### src/design/fdsg_pkg.sv
// ----------------------------------------------------------------------------
// fdsg_pkg
// Shared types and fixed widths for the filled disc span generator.
// ----------------------------------------------------------------------------
package fdsg_pkg;

  localparam int COORD_W = 16;  // input coordinate width
  localparam int DIFF_W  = 17;  // coordinate difference and multiplier operand width
  localparam int PROD_W  = 34;  // multiplier product width
  localparam int SUM_W   = 35;  // sum of two squares
  localparam int OUT_W   = 17;  // span coordinate width

  // Status of the shared square root unit.
  typedef struct packed {
    logic busy;
    logic done;
  } fdsg_sqrt_stat_t;

endpackage

### src/design/fdsg_mul.sv
// ----------------------------------------------------------------------------
// fdsg_mul
// Shared signed multiplier with a registered product.
// ----------------------------------------------------------------------------
module fdsg_mul
  import fdsg_pkg::*;
(
  input  logic                     clk,
  input  logic signed [DIFF_W-1:0] mul_a,
  input  logic signed [DIFF_W-1:0] mul_b,
  output logic signed [PROD_W-1:0] prod
);

  logic signed [PROD_W-1:0] prod_r;

  always_ff @(posedge clk) begin
    prod_r <= PROD_W'(mul_a) * PROD_W'(mul_b);
  end

  assign prod = prod_r;

endmodule

### src/design/fdsg_isqrt.sv
// ----------------------------------------------------------------------------
// fdsg_isqrt
// Iterative floor square root, one result bit per cycle.
// ----------------------------------------------------------------------------
module fdsg_isqrt
  import fdsg_pkg::*;
#(
  parameter int RW = 5
) (
  input  logic            clk,
  input  logic            rst_n,
  input  logic            start,
  input  logic [2*RW-1:0] operand,
  output logic [RW-1:0]   root,
  output fdsg_sqrt_stat_t stat
);

  localparam int CW = $clog2(RW + 1);

  logic [2*RW-1:0] val_r,  val_nxt;
  logic [RW:0]     rem_r,  rem_nxt;
  logic [RW-1:0]   root_r, root_nxt;
  logic [CW-1:0]   cnt_r,  cnt_nxt;
  logic            busy_r, busy_nxt;
  logic            done_r, done_nxt;

  logic [RW+2:0]   rem_sh;
  logic [RW+2:0]   trial;

  // Classic digit-by-digit method: bring down two operand bits, try
  // subtracting 4*root + 1.
  assign rem_sh = {rem_r, val_r[2*RW-1 -: 2]};
  assign trial  = (RW+3)'({root_r, 2'b01});

  always_comb begin
    val_nxt  = val_r;
    rem_nxt  = rem_r;
    root_nxt = root_r;
    cnt_nxt  = cnt_r;
    busy_nxt = busy_r;
    done_nxt = 1'b0;
    if (start) begin
      val_nxt  = operand;
      rem_nxt  = '0;
      root_nxt = '0;
      cnt_nxt  = CW'(RW);
      busy_nxt = 1'b1;
    end else if (busy_r) begin
      val_nxt = val_r << 2;
      if (rem_sh >= trial) begin
        rem_nxt  = (RW+1)'(rem_sh - trial);
        root_nxt = RW'({root_r, 1'b1});
      end else begin
        rem_nxt  = (RW+1)'(rem_sh);
        root_nxt = RW'({root_r, 1'b0});
      end
      cnt_nxt = cnt_r - CW'(1);
      if (cnt_r == CW'(1)) begin
        busy_nxt = 1'b0;
        done_nxt = 1'b1;
      end
    end
  end

  always_ff @(posedge clk) begin
    if (!rst_n) begin
      busy_r <= 1'b0;
      done_r <= 1'b0;
      cnt_r  <= '0;
    end else begin
      busy_r <= busy_nxt;
      done_r <= done_nxt;
      cnt_r  <= cnt_nxt;
    end
  end

  always_ff @(posedge clk) begin
    val_r  <= val_nxt;
    rem_r  <= rem_nxt;
    root_r <= root_nxt;
  end

  assign root      = root_r;
  assign stat.busy = busy_r;
  assign stat.done = done_r;

endmodule

### src/design/filled_disc_span_generator.sv
// Each accepted circle takes one square root for its radius (skipped when the
// radius saturates) and one for each of its 2r+1 spans, each RW bits wide,
// where RW = clog2(MAX_RADIUS+1); the square root yields one bit per cycle.
// A new circle is taken once the last span sits in the output register.
// Reset (synchronous, active low) clears the sequencer and the output valid.
// ----------------------------------------------------------------------------
// filled_disc_span_generator
// Rasterizes a filled circle into one horizontal span per row, using a shared
// multiplier and a shared iterative square root under a small sequencer.
// ----------------------------------------------------------------------------
module filled_disc_span_generator
  import fdsg_pkg::*;
#(
  parameter int MAX_RADIUS = 31
) (
  input  logic                      clk,
  input  logic                      rst_n,
  input  logic                      in_valid,
  output logic                      in_ready,
  input  logic signed [COORD_W-1:0] in_center_x,
  input  logic signed [COORD_W-1:0] in_center_y,
  input  logic signed [COORD_W-1:0] in_edge_x,
  input  logic signed [COORD_W-1:0] in_edge_y,
  output logic                      out_valid,
  input  logic                      out_ready,
  output logic signed [OUT_W-1:0]   out_row_y,
  output logic signed [OUT_W-1:0]   out_span_left,
  output logic signed [OUT_W-1:0]   out_span_right,
  output logic                      out_radius_clipped,
  output logic                      out_last_span
);

  localparam int RW = $clog2(MAX_RADIUS + 1);
  localparam logic [SUM_W-1:0] LIM = SUM_W'((MAX_RADIUS + 1) * (MAX_RADIUS + 1));

  localparam logic [3:0] S_IDLE  = 4'd0;
  localparam logic [3:0] S_SQX   = 4'd1;
  localparam logic [3:0] S_SQY   = 4'd2;
  localparam logic [3:0] S_SUM   = 4'd3;
  localparam logic [3:0] S_RWAIT = 4'd4;
  localparam logic [3:0] S_RSQ   = 4'd5;
  localparam logic [3:0] S_RSQ2  = 4'd6;
  localparam logic [3:0] S_DYSQ  = 4'd7;
  localparam logic [3:0] S_DYSQ2 = 4'd8;
  localparam logic [3:0] S_HWAIT = 4'd9;
  localparam logic [3:0] S_EMIT  = 4'd10;

  logic [3:0]                state_r, state_nxt;
  logic                      out_valid_r, out_valid_nxt;

  logic signed [COORD_W-1:0] cx_r, cy_r;
  logic signed [DIFF_W-1:0]  ddx_r, ddy_r;
  logic [PROD_W-1:0]         sq_r;
  logic [RW-1:0]             r_r, r_nxt;
  logic                      clip_r, clip_nxt;
  logic [2*RW-1:0]           rr_r;
  logic signed [RW:0]        dy_r, dy_nxt;
  logic [RW-1:0]             h_r;

  logic signed [OUT_W-1:0]   row_y_r, span_left_r, span_right_r;
  logic                      clipped_r, last_r;

  logic signed [DIFF_W-1:0]  mul_a, mul_b;
  logic signed [PROD_W-1:0]  prod;
  logic [SUM_W-1:0]          d2;

  logic                      sq_start;
  logic [2*RW-1:0]           sq_operand;
  logic [RW-1:0]             sq_root;
  fdsg_sqrt_stat_t           sq_stat;

  logic                      in_fire, load_out, dy_at_r;

  fdsg_mul u_mul (
    .clk   (clk),
    .mul_a (mul_a),
    .mul_b (mul_b),
    .prod  (prod)
  );

  fdsg_isqrt #(.RW(RW)) u_isqrt (
    .clk     (clk),
    .rst_n   (rst_n),
    .start   (sq_start),
    .operand (sq_operand),
    .root    (sq_root),
    .stat    (sq_stat)
  );

  assign in_ready = (state_r == S_IDLE);
  assign in_fire  = in_valid && in_ready;
  assign d2       = SUM_W'(sq_r) + SUM_W'(unsigned'(prod));
  assign dy_at_r  = (dy_r == signed'({1'b0, r_r}));
  assign load_out = (state_r == S_EMIT) && (!out_valid_r || out_ready);

  // Multiplier operands; the product is registered and appears in the following cycle.
  always_comb begin
    mul_a = '0;
    mul_b = '0;
    case (state_r)
      S_SQX: begin
        mul_a = ddx_r;
        mul_b = ddx_r;
      end
      S_SQY: begin
        mul_a = ddy_r;
        mul_b = ddy_r;
      end
      S_RSQ: begin
        mul_a = DIFF_W'({1'b0, r_r});
        mul_b = DIFF_W'({1'b0, r_r});
      end
      S_DYSQ: begin
        mul_a = DIFF_W'(dy_r);
        mul_b = DIFF_W'(dy_r);
      end
      default: begin
        mul_a = '0;
        mul_b = '0;
      end
    endcase
  end

  always_comb begin
    state_nxt     = state_r;
    out_valid_nxt = out_valid_r;
    r_nxt         = r_r;
    clip_nxt      = clip_r;
    dy_nxt        = dy_r;
    sq_start      = 1'b0;
    sq_operand    = d2[2*RW-1:0];
    if (out_valid_r && out_ready) begin
      out_valid_nxt = 1'b0;
    end
    case (state_r)
      S_IDLE: begin
        if (in_fire) begin
          state_nxt = S_SQX;
        end
      end
      S_SQX:   state_nxt = S_SQY;
      S_SQY:   state_nxt = S_SUM;
      S_SUM: begin
        if (d2 >= LIM) begin
          r_nxt     = RW'(MAX_RADIUS);
          clip_nxt  = 1'b1;
          state_nxt = S_RSQ;
        end else begin
          clip_nxt  = 1'b0;
          sq_start  = 1'b1;
          state_nxt = S_RWAIT;
        end
      end
      S_RWAIT: begin
        if (sq_stat.done) begin
          r_nxt     = sq_root;
          state_nxt = S_RSQ;
        end
      end
      S_RSQ:   state_nxt = S_RSQ2;
      S_RSQ2: begin
        dy_nxt    = -signed'({1'b0, r_r});
        state_nxt = S_DYSQ;
      end
      S_DYSQ:  state_nxt = S_DYSQ2;
      S_DYSQ2: begin
        // dy*dy never exceeds r*r, so the difference cannot wrap.
        sq_operand = rr_r - prod[2*RW-1:0];
        sq_start   = 1'b1;
        state_nxt  = S_HWAIT;
      end
      S_HWAIT: begin
        if (sq_stat.done) begin
          state_nxt = S_EMIT;
        end
      end
      S_EMIT: begin
        if (load_out) begin
          out_valid_nxt = 1'b1;
          if (dy_at_r) begin
            state_nxt = S_IDLE;
          end else begin
            dy_nxt    = dy_r + (RW+1)'(1);
            state_nxt = S_DYSQ;
          end
        end
      end
      default: state_nxt = S_IDLE;
    endcase
  end

  always_ff @(posedge clk) begin
    if (!rst_n) begin
      state_r     <= S_IDLE;
      out_valid_r <= 1'b0;
    end else begin
      state_r     <= state_nxt;
      out_valid_r <= out_valid_nxt;
    end
  end

  always_ff @(posedge clk) begin
    r_r    <= r_nxt;
    clip_r <= clip_nxt;
    dy_r   <= dy_nxt;
    if (in_fire) begin
      cx_r  <= in_center_x;
      cy_r  <= in_center_y;
      ddx_r <= DIFF_W'(in_edge_x) - DIFF_W'(in_center_x);
      ddy_r <= DIFF_W'(in_edge_y) - DIFF_W'(in_center_y);
    end
    if (state_r == S_SQY) begin
      sq_r <= unsigned'(prod);
    end
    if (state_r == S_RSQ2) begin
      rr_r <= prod[2*RW-1:0];
    end
    if (state_r == S_HWAIT && sq_stat.done) begin
      h_r <= sq_root;
    end
    if (load_out) begin
      row_y_r      <= OUT_W'(cy_r) + OUT_W'(dy_r);
      span_left_r  <= OUT_W'(cx_r) - signed'(OUT_W'({1'b0, h_r}));
      span_right_r <= OUT_W'(cx_r) + signed'(OUT_W'({1'b0, h_r}));
      clipped_r    <= clip_r;
      last_r       <= dy_at_r;
    end
  end

  assign out_valid          = out_valid_r;
  assign out_row_y          = row_y_r;
  assign out_span_left      = span_left_r;
  assign out_span_right     = span_right_r;
  assign out_radius_clipped = clipped_r;
  assign out_last_span      = last_r;

`ifndef SYNTHESIS
  // The square root unit is never restarted while it is still iterating.
  a_sqrt_no_restart: assert property (@(posedge clk) disable iff (!rst_n)
    sq_start |-> !sq_stat.busy)
    else $error("square root started while busy");

  // A root result only arrives while the sequencer is waiting for one.
  a_sqrt_done_expected: assert property (@(posedge clk) disable iff (!rst_n)
    sq_stat.done |-> (state_r == S_RWAIT || state_r == S_HWAIT))
    else $error("unexpected square root result");

  // Row offset stays within the radius while rows are produced.
  a_dy_in_range: assert property (@(posedge clk) disable iff (!rst_n)
    (state_r == S_DYSQ || state_r == S_DYSQ2 || state_r == S_HWAIT || state_r == S_EMIT)
    |-> (dy_r <= signed'({1'b0, r_r}) && dy_r >= -signed'({1'b0, r_r})))
    else $error("row offset outside radius");
`endif

endmodule
### config.mk
export PLATFORM = sky130hd
export DESIGN_NAME = filled_disc_span_generator
export DESIGN_NICKNAME = d
export VERILOG_FILES = /design/src/design/fdsg_pkg.sv /design/src/design/fdsg_mul.sv /design/src/design/fdsg_isqrt.sv /design/src/design/filled_disc_span_generator.sv
export SDC_FILE = /design/constraint.sdc
export NUM_CORES = 1
export LEC_CHECK = 0
export BUFFER_PORTS_ARGS = -buffer_cell sky130_fd_sc_hd__buf_2
export CAP_MARGIN = 20
export CORE_MARGIN = 2
export CORE_UTILIZATION = 45
export CTS_CLUSTER_DIAMETER = 200
export DETAILED_ROUTE_END_ITERATION = 16
export HOLD_SLACK_MARGIN = 0.1
export RECOVER_POWER = 100
export SETUP_SLACK_MARGIN = 0.1
export SLEW_MARGIN = 30
export SYNTH_ARGS = -nofsm -noshare
export SYNTH_HDL_FRONTEND = slang
export SYNTH_SLANG_ARGS = --single-unit
### constraint.sdc
create_clock -name clk -period 10.2 [get_ports clk]
set_input_delay 1.53 -clock clk [delete_from_list [all_inputs] [get_ports clk]]
set_output_delay 1.53 -clock clk [all_outputs]
set_load 0.03 [all_outputs]
# Word-level counts from Yosys, hierarchy flattened
# Cells that the tools add are included.
word_totals:
  ff_bits: 245
  inputBits: 68
  out_inout_bits: 55
  word_cells: 105
op_classes:
  add_sub_neg: 11
  multipliers: 1
  n_lt_le_gt_ge: 2
  eq_ne: 18
  muxes: 31
  bitwise: 2
  n_reduce_logical: 15
op_table:
  columns: ["cell", "count"]
  rows:
  - ["one-hot mux 17 bit (4 select lines)", 1]
  - ["one-hot mux 4 bit (11 select lines)", 1]
  - ["adder 34 x 34 -> 35 bit", 1]
  - [">= comparator 35 x 11 -> 1 bit (second input constant)", 1]
  - ["adder 16 x 6 -> 17 bit", 2]
  - ["multiplier 17 x 17 -> 34 bit", 1]
  - ["subtractor 16 x 16 -> 17 bit", 2]
  - ["2-to-1 mux 10 bit", 3]
  - ["2-to-1 mux 6 bit", 3]
  - ["subtractor 16 x 6 -> 17 bit", 1]
  - ["== test 4 x 3 -> 1 bit (second input constant)", 4]
  - ["2-to-1 mux 4 bit", 4]
  - ["== test 4 bit (second input constant)", 3]
  - ["one-hot mux 6 bit (2 select lines)", 1]
  - ["2-to-1 mux 1 bit", 11]
  - ["2-to-1 mux 5 bit", 2]
  - ["one-hot mux 5 bit (2 select lines)", 1]
  - ["subtractor 10 bit", 1]
  - ["2-to-1 mux 3 bit", 3]
  - ["== test 4 x 2 -> 1 bit (second input constant)", 2]
  - [">= comparator 8 x 7 -> 1 bit", 1]
  - ["adder 6 x 2 -> 6 bit (second input constant)", 1]
  - ["== test 6 bit", 1]
  - ["inequality test 2 x 1 -> 1 bit (second input constant)", 3]
  - ["17 further kinds", 26]

# Longest topological paths before layout
logic_depth:
  ltp_word: 5
  ltp_mapped: 32
  ltp_nobuf: 30

# Modules after synthesis
# From an unflattened synthesis, not the netlist that was laid out.
unflattened:
  hier_cells: 2545
  area_unflattened_um2: 25045.3
by_module_without_submodules:
  columns: ["module", "instances", "cells_per_inst", "area_per_inst_um2", "seq_area_each_um2"]
  rows:
  - ["filled_disc_span_generator", 1, 1141, 11863.9, 5475.3]
  - ["fdsg_mul", 1, 1275, 11833.8, 680.7]
  - ["fdsg_isqrt", 1, 129, 1347.5, 620.6]

# Worst setup path after synthesis
# Ideal clock, no wire load.
synth_path:
  path_type: "register -> register"
  from: "reg state_r[0]"
  to: "reg u_mul.prod_r[33], in the netlist u_mul.prod[33]"
  arrival_ns: 8.574
  t_required_ns: 10.128
  path_slack_ns: 1.553
  stages_incl_launch_ff: 28
  period_less_slack_ns: 8.647
  path_cell_list: "dfxtp_1 clkbuf_1 nor3_1 clkbuf_1 a221oi_1 inv_1 buf_1 nand2_1 fa_1 fa_1 inv_1 fa_1 fa_1 fa_1 inv_1 fa_1 inv_1 ha_1 nand2_1 nand2_1 a21o_1 a221o_1 a21oi_1 nor3_1 o41ai_1 o2111ai_1 a21oi_1 xnor2_1"
synth_between:
  elab_chain_cells: 3
  word_cells_on_any_way: 6
synth_lines:
  columns: ["item", "line", "rtl"]
  rows:
  - ["start, declared", "filled_disc_span_generator.sv:48", "logic [3:0] state_r, state_nxt;"]
  - ["start signal, assigned", "filled_disc_span_generator.sv:197", "state_r <= state_nxt;"]
  - ["== test 4 x 3 -> 1 bit, or another cell as far along", "filled_disc_span_generator.sv:100", "case (state_r)"]
  - ["one-hot mux 17 bit (4 select lines) (*)", "filled_disc_span_generator.sv:100", null]
  - ["multiplier 17 x 17 -> 34 bit (*)", "fdsg_mul.sv:17", "prod_r <= PROD_W'(mul_a) * PROD_W'(mul_b);"]
  - ["end signal, assigned", "fdsg_mul.sv:17", null]
  - ["end, declared", "fdsg_mul.sv:14", "logic signed [PROD_W-1:0] prod_r;"]
# Mark *: on every way between the ends. The rest lies on a longest branch, timed or not.
# A chain may end at the register's enable or synchronous reset.

# Worst setup path after layout
layout_path:
  from: "reg state_r[1]"
  to: "reg u_mul.prod_r[32], in the netlist u_mul.prod[32]"
# The elaborated chain is that of the path after synthesis.

==> flow_summary.ini <==
[outcome]
outcome = complete, but fails checks
violations = capacitance limit, slew limit

[detailed_routing]
drt-initial-drc-count = 1131
vias = 17139
ant_nets = 0
via_per_inst = 5.368
wl_per_cell_um = 17.54
drc = 0
dr.pass1.iters = 6
routed_wl_um = 56010

[worst_setup_path]
r2r-start = state_r[1]
arrival_ns = 9.72
worst_path_most_repeated_cell = fa_1
cp-end-kind = register
worstPathRequired_ns = 10.65
cpPeakStageDelay_ns = 0.79
critPathKind = reg -> reg
crit_path_top_delay_cell = dfxtp_1
cp_max_fo = 21
critPathLaunchType = register
critPathLaunch = state_r[1]

[job]
maxCapViolations = 3

[cells_and_area]
multi_input_area_sq_um = 14870
seq_area_sq_um = 6696
drive_above_1_share = 0.04618
layout.cells.non_filler = 3193
layout.nets = 3033
fillers = 4860
area_growth_pct = 9.024

[grt]
grt_max_degree = 67
first_global_vias = 17881
grt_usage = 0.2144
grt_antenna_before_repair = 1
overflow = 0
grt_first_pass_wirelength_um = 92560

[sta]
fin_crit_ns = 9.277
setup_viol = 0
relSlewSlack = -1.931
fin_skew_ns = 0.01364
fin_tns_setup_ns = 0
rsz0062_at_grt = no
tightest_slew_ns = 4.397
finalCritPeriodShare = 0.9095
fmax_mhz = 107.8
hold_viol = 0
maxSlewViolCount = 148

[clock_tree]
cts_sinks = 241
clk_pin_slew_ns = 0.06
cts.path.max_buffers = 3
numCtsBuffers = 28
cts_setup_buffers = 0
cts_resized = 0
cts_root_buf = clkbuf_16
clock_latency_ns = 0.56
cts_hold_buf = 0
cts_tree = done
ctsHtreeMaxLevel = 1

[die]
die_h_um = 232.6
ios = 123
rows = 83
start_util = 0.4565
die_w_um = 232.6
dieArea_sq_um = 54100
core_region_area_sq_um = 51510

[min_path]
worstHoldPathType = reg -> reg
worstHoldStart = clip_r

[yosys]
yosysSeqAreaShare = 0.2848
synth_top_cell_area_share = 0.2388
yosys_warnings = 0
ys_async_sr_fraction = 0
synth_top_cell_by_area = edfxtp_1
syn_nets = 2928
synth_cell_types = 81
avgSynthCellArea_sq_um = 9.860
synth_edf_count = 187
yosys-top-cells-area = edfxtp_1, fa_1, ha_1
synth-seq-cells = 241
synth_ff_type = edfxtp_1
syn_inst = 2385
syn_area_sq_um = 23520

[place]
dp.cells = 3140
gp_congestion = 0.9334
io_buffers = 122
hpwl_um = 45400
-- synthesized netlist by cell type, types with 6 or more instances --
| cell type | instances |
|---|---|
| buf_2 | 6 |
| nor4_1 | 10 |
| inv_1 | 443 |
| a31oi_1 | 12 |
| nand2b_1 | 19 |
| a221oi_1 | 14 |
| o41ai_1 | 7 |
| o2111ai_1 | 7 |
| a21oi_1 | 105 |
| nand2_1 | 181 |
| and3_1 | 10 |
| and2_1 | 8 |
| nand3b_1 | 8 |
| xor2_1 | 36 |
| o21ai_0 | 67 |
| and4_1 | 6 |
| o31ai_1 | 8 |
| dfxtp_1 | 54 |
| nand4_1 | 17 |
| o211ai_1 | 8 |
| clkbuf_1 | 53 |
| ha_1 | 202 |
| a211oi_1 | 20 |
| a2111oi_0 | 6 |
| a221o_1 | 9 |
| or2_2 | 6 |
| mux2i_1 | 21 |
| o21bai_1 | 15 |
| a21boi_0 | 9 |
| a21o_1 | 33 |
| o21a_1 | 15 |
| nor3_1 | 41 |
| nor2_1 | 211 |
| nand3_1 | 31 |
| fa_1 | 273 |
| clkinv_1 | 8 |
| nor2b_1 | 21 |
| or3_1 | 11 |
| edfxtp_1 | 187 |
| xnor2_1 | 100 |
-- state kept, by name (all words and copies together), names as in the netlist, 6 cells and up --
register,count
out_span_right,16
dy_r,6
u_isqrt.val_r,10
u_mul.prod,33
cy_r,16
ddx_r,17
out_span_left,17
u_isqrt.rem_r,6
ddy_r,17
rr_r,9
sq_r,33
cx_r,16
out_row_y,17
-- metal layers --
metal	vias up	wire length, um	part of all wire	track usage
met2	432	26220	0.47	0.3561
li1	8155	-	-	-
met1	8445	25330	0.45	0.2922
met3	107	2571	0.046	0.02488
met4	0	1888	0.034	0.07086
met5	-	0	0	0
-- kinds of logic (layout without fill, tap and decap cells) --
logic type | Yosys count | in the layout | share of synthesized area
AND/OR/NAND/NOR | 600 | 600 | 0.1175
other | 0 | 1 | 0
buffers and inverters | 516 | 643 | 0.08364
adder cells (fa/ha/maj) | 475 | 475 | 0.3399
multiplexers | 22 | 22 | 0.009417
AO/OA/AOI/OAI | 395 | 395 | 0.1141
flip-flops | 241 | 241 | 0.2848
XOR/XNOR | 136 | 136 | 0.05065
-- final cells by class --
class	count	area share
diodes	1	0.00009760
clock buffers	40	0.03143
clock inverters	12	0.003953
inverters	451	0.06603
multi-input cells	1628	0.5800
flip-flops and latches	241	0.2612
well taps	680	0.03319
repair buffers	140	0.02416
-- metrics by stage --
| stage | hold slack, ns | setup slack, ns | area [sq um] | util |
|---|---|---|---|---|
| finish | 0.4254 | 0.9232 | 25640 | 0.4977 |
| CTS | 0.4278 | 1.146 | 25770 | 0.5004 |
| floorplan | 0.4003 | 1.553 | 23520 | - |
| global placement | 0.4061 | 1.167 | 24860 | 0.4826 |
| detailed placement | 0.4118 | 1.196 | 24870 | 0.4828 |
| global route | 0.4473 | 0.2897 | 25640 | 0.4977 |
-- placed cells by master (no fill, tap or decap), types with 11 or more instances in the layout --
cell type	synthesis	routed
o21ai_0	67	68
xor2_1	36	36
ha_1	202	202
nor2b_1	21	21
nand2b_1	19	19
nand4_1	17	17
a21o_1	33	33
buf_2	6	39
mux2i_1	21	21
a21oi_1	105	105
edfxtp_1	187	187
clkbuf_16	0	28
clkbuf_1	53	95
clkinv_1	8	13
nand2_1	181	181
nor3_1	41	39
buf_4	2	12
nand3_1	31	31
or3_1	11	11
nor2_1	211	211
o21bai_1	15	15
xnor2_1	100	100
fa_1	273	273
a31oi_1	12	12
a221oi_1	14	13
o21a_1	15	15
inv_1	443	443
a211oi_1	20	20
dfxtp_1	54	54
-- worst max-delay path, delay by kind of cell (launching register included) --
kind | cells | cell delay, ns
buf+inv | 5 | 0.70
fa+ha+maj | 7 | 3.39
xor+xnor | 1 | 0.14
simple gates | 7 | 1.93
compound gates | 7 | 2.21
flops | 1 | 0.79
-- final timing paths --
| kind | to | slack, ns | depth (start not counted) |
|---|---|---|---|
| worst min-delay path | out_radius_clipped | 0.43 | 0 |
| worst min register to register | out_radius_clipped | 0.43 | 0 |
| worst max-delay path | u_mul.prod[32] | 0.92 | 27 |
| worst max register to register | u_mul.prod[32] | 0.92 | 27 |
Power is not shown: default switching activity piles up to over one toggle a cycle in this logic, so the estimate is an artifact.
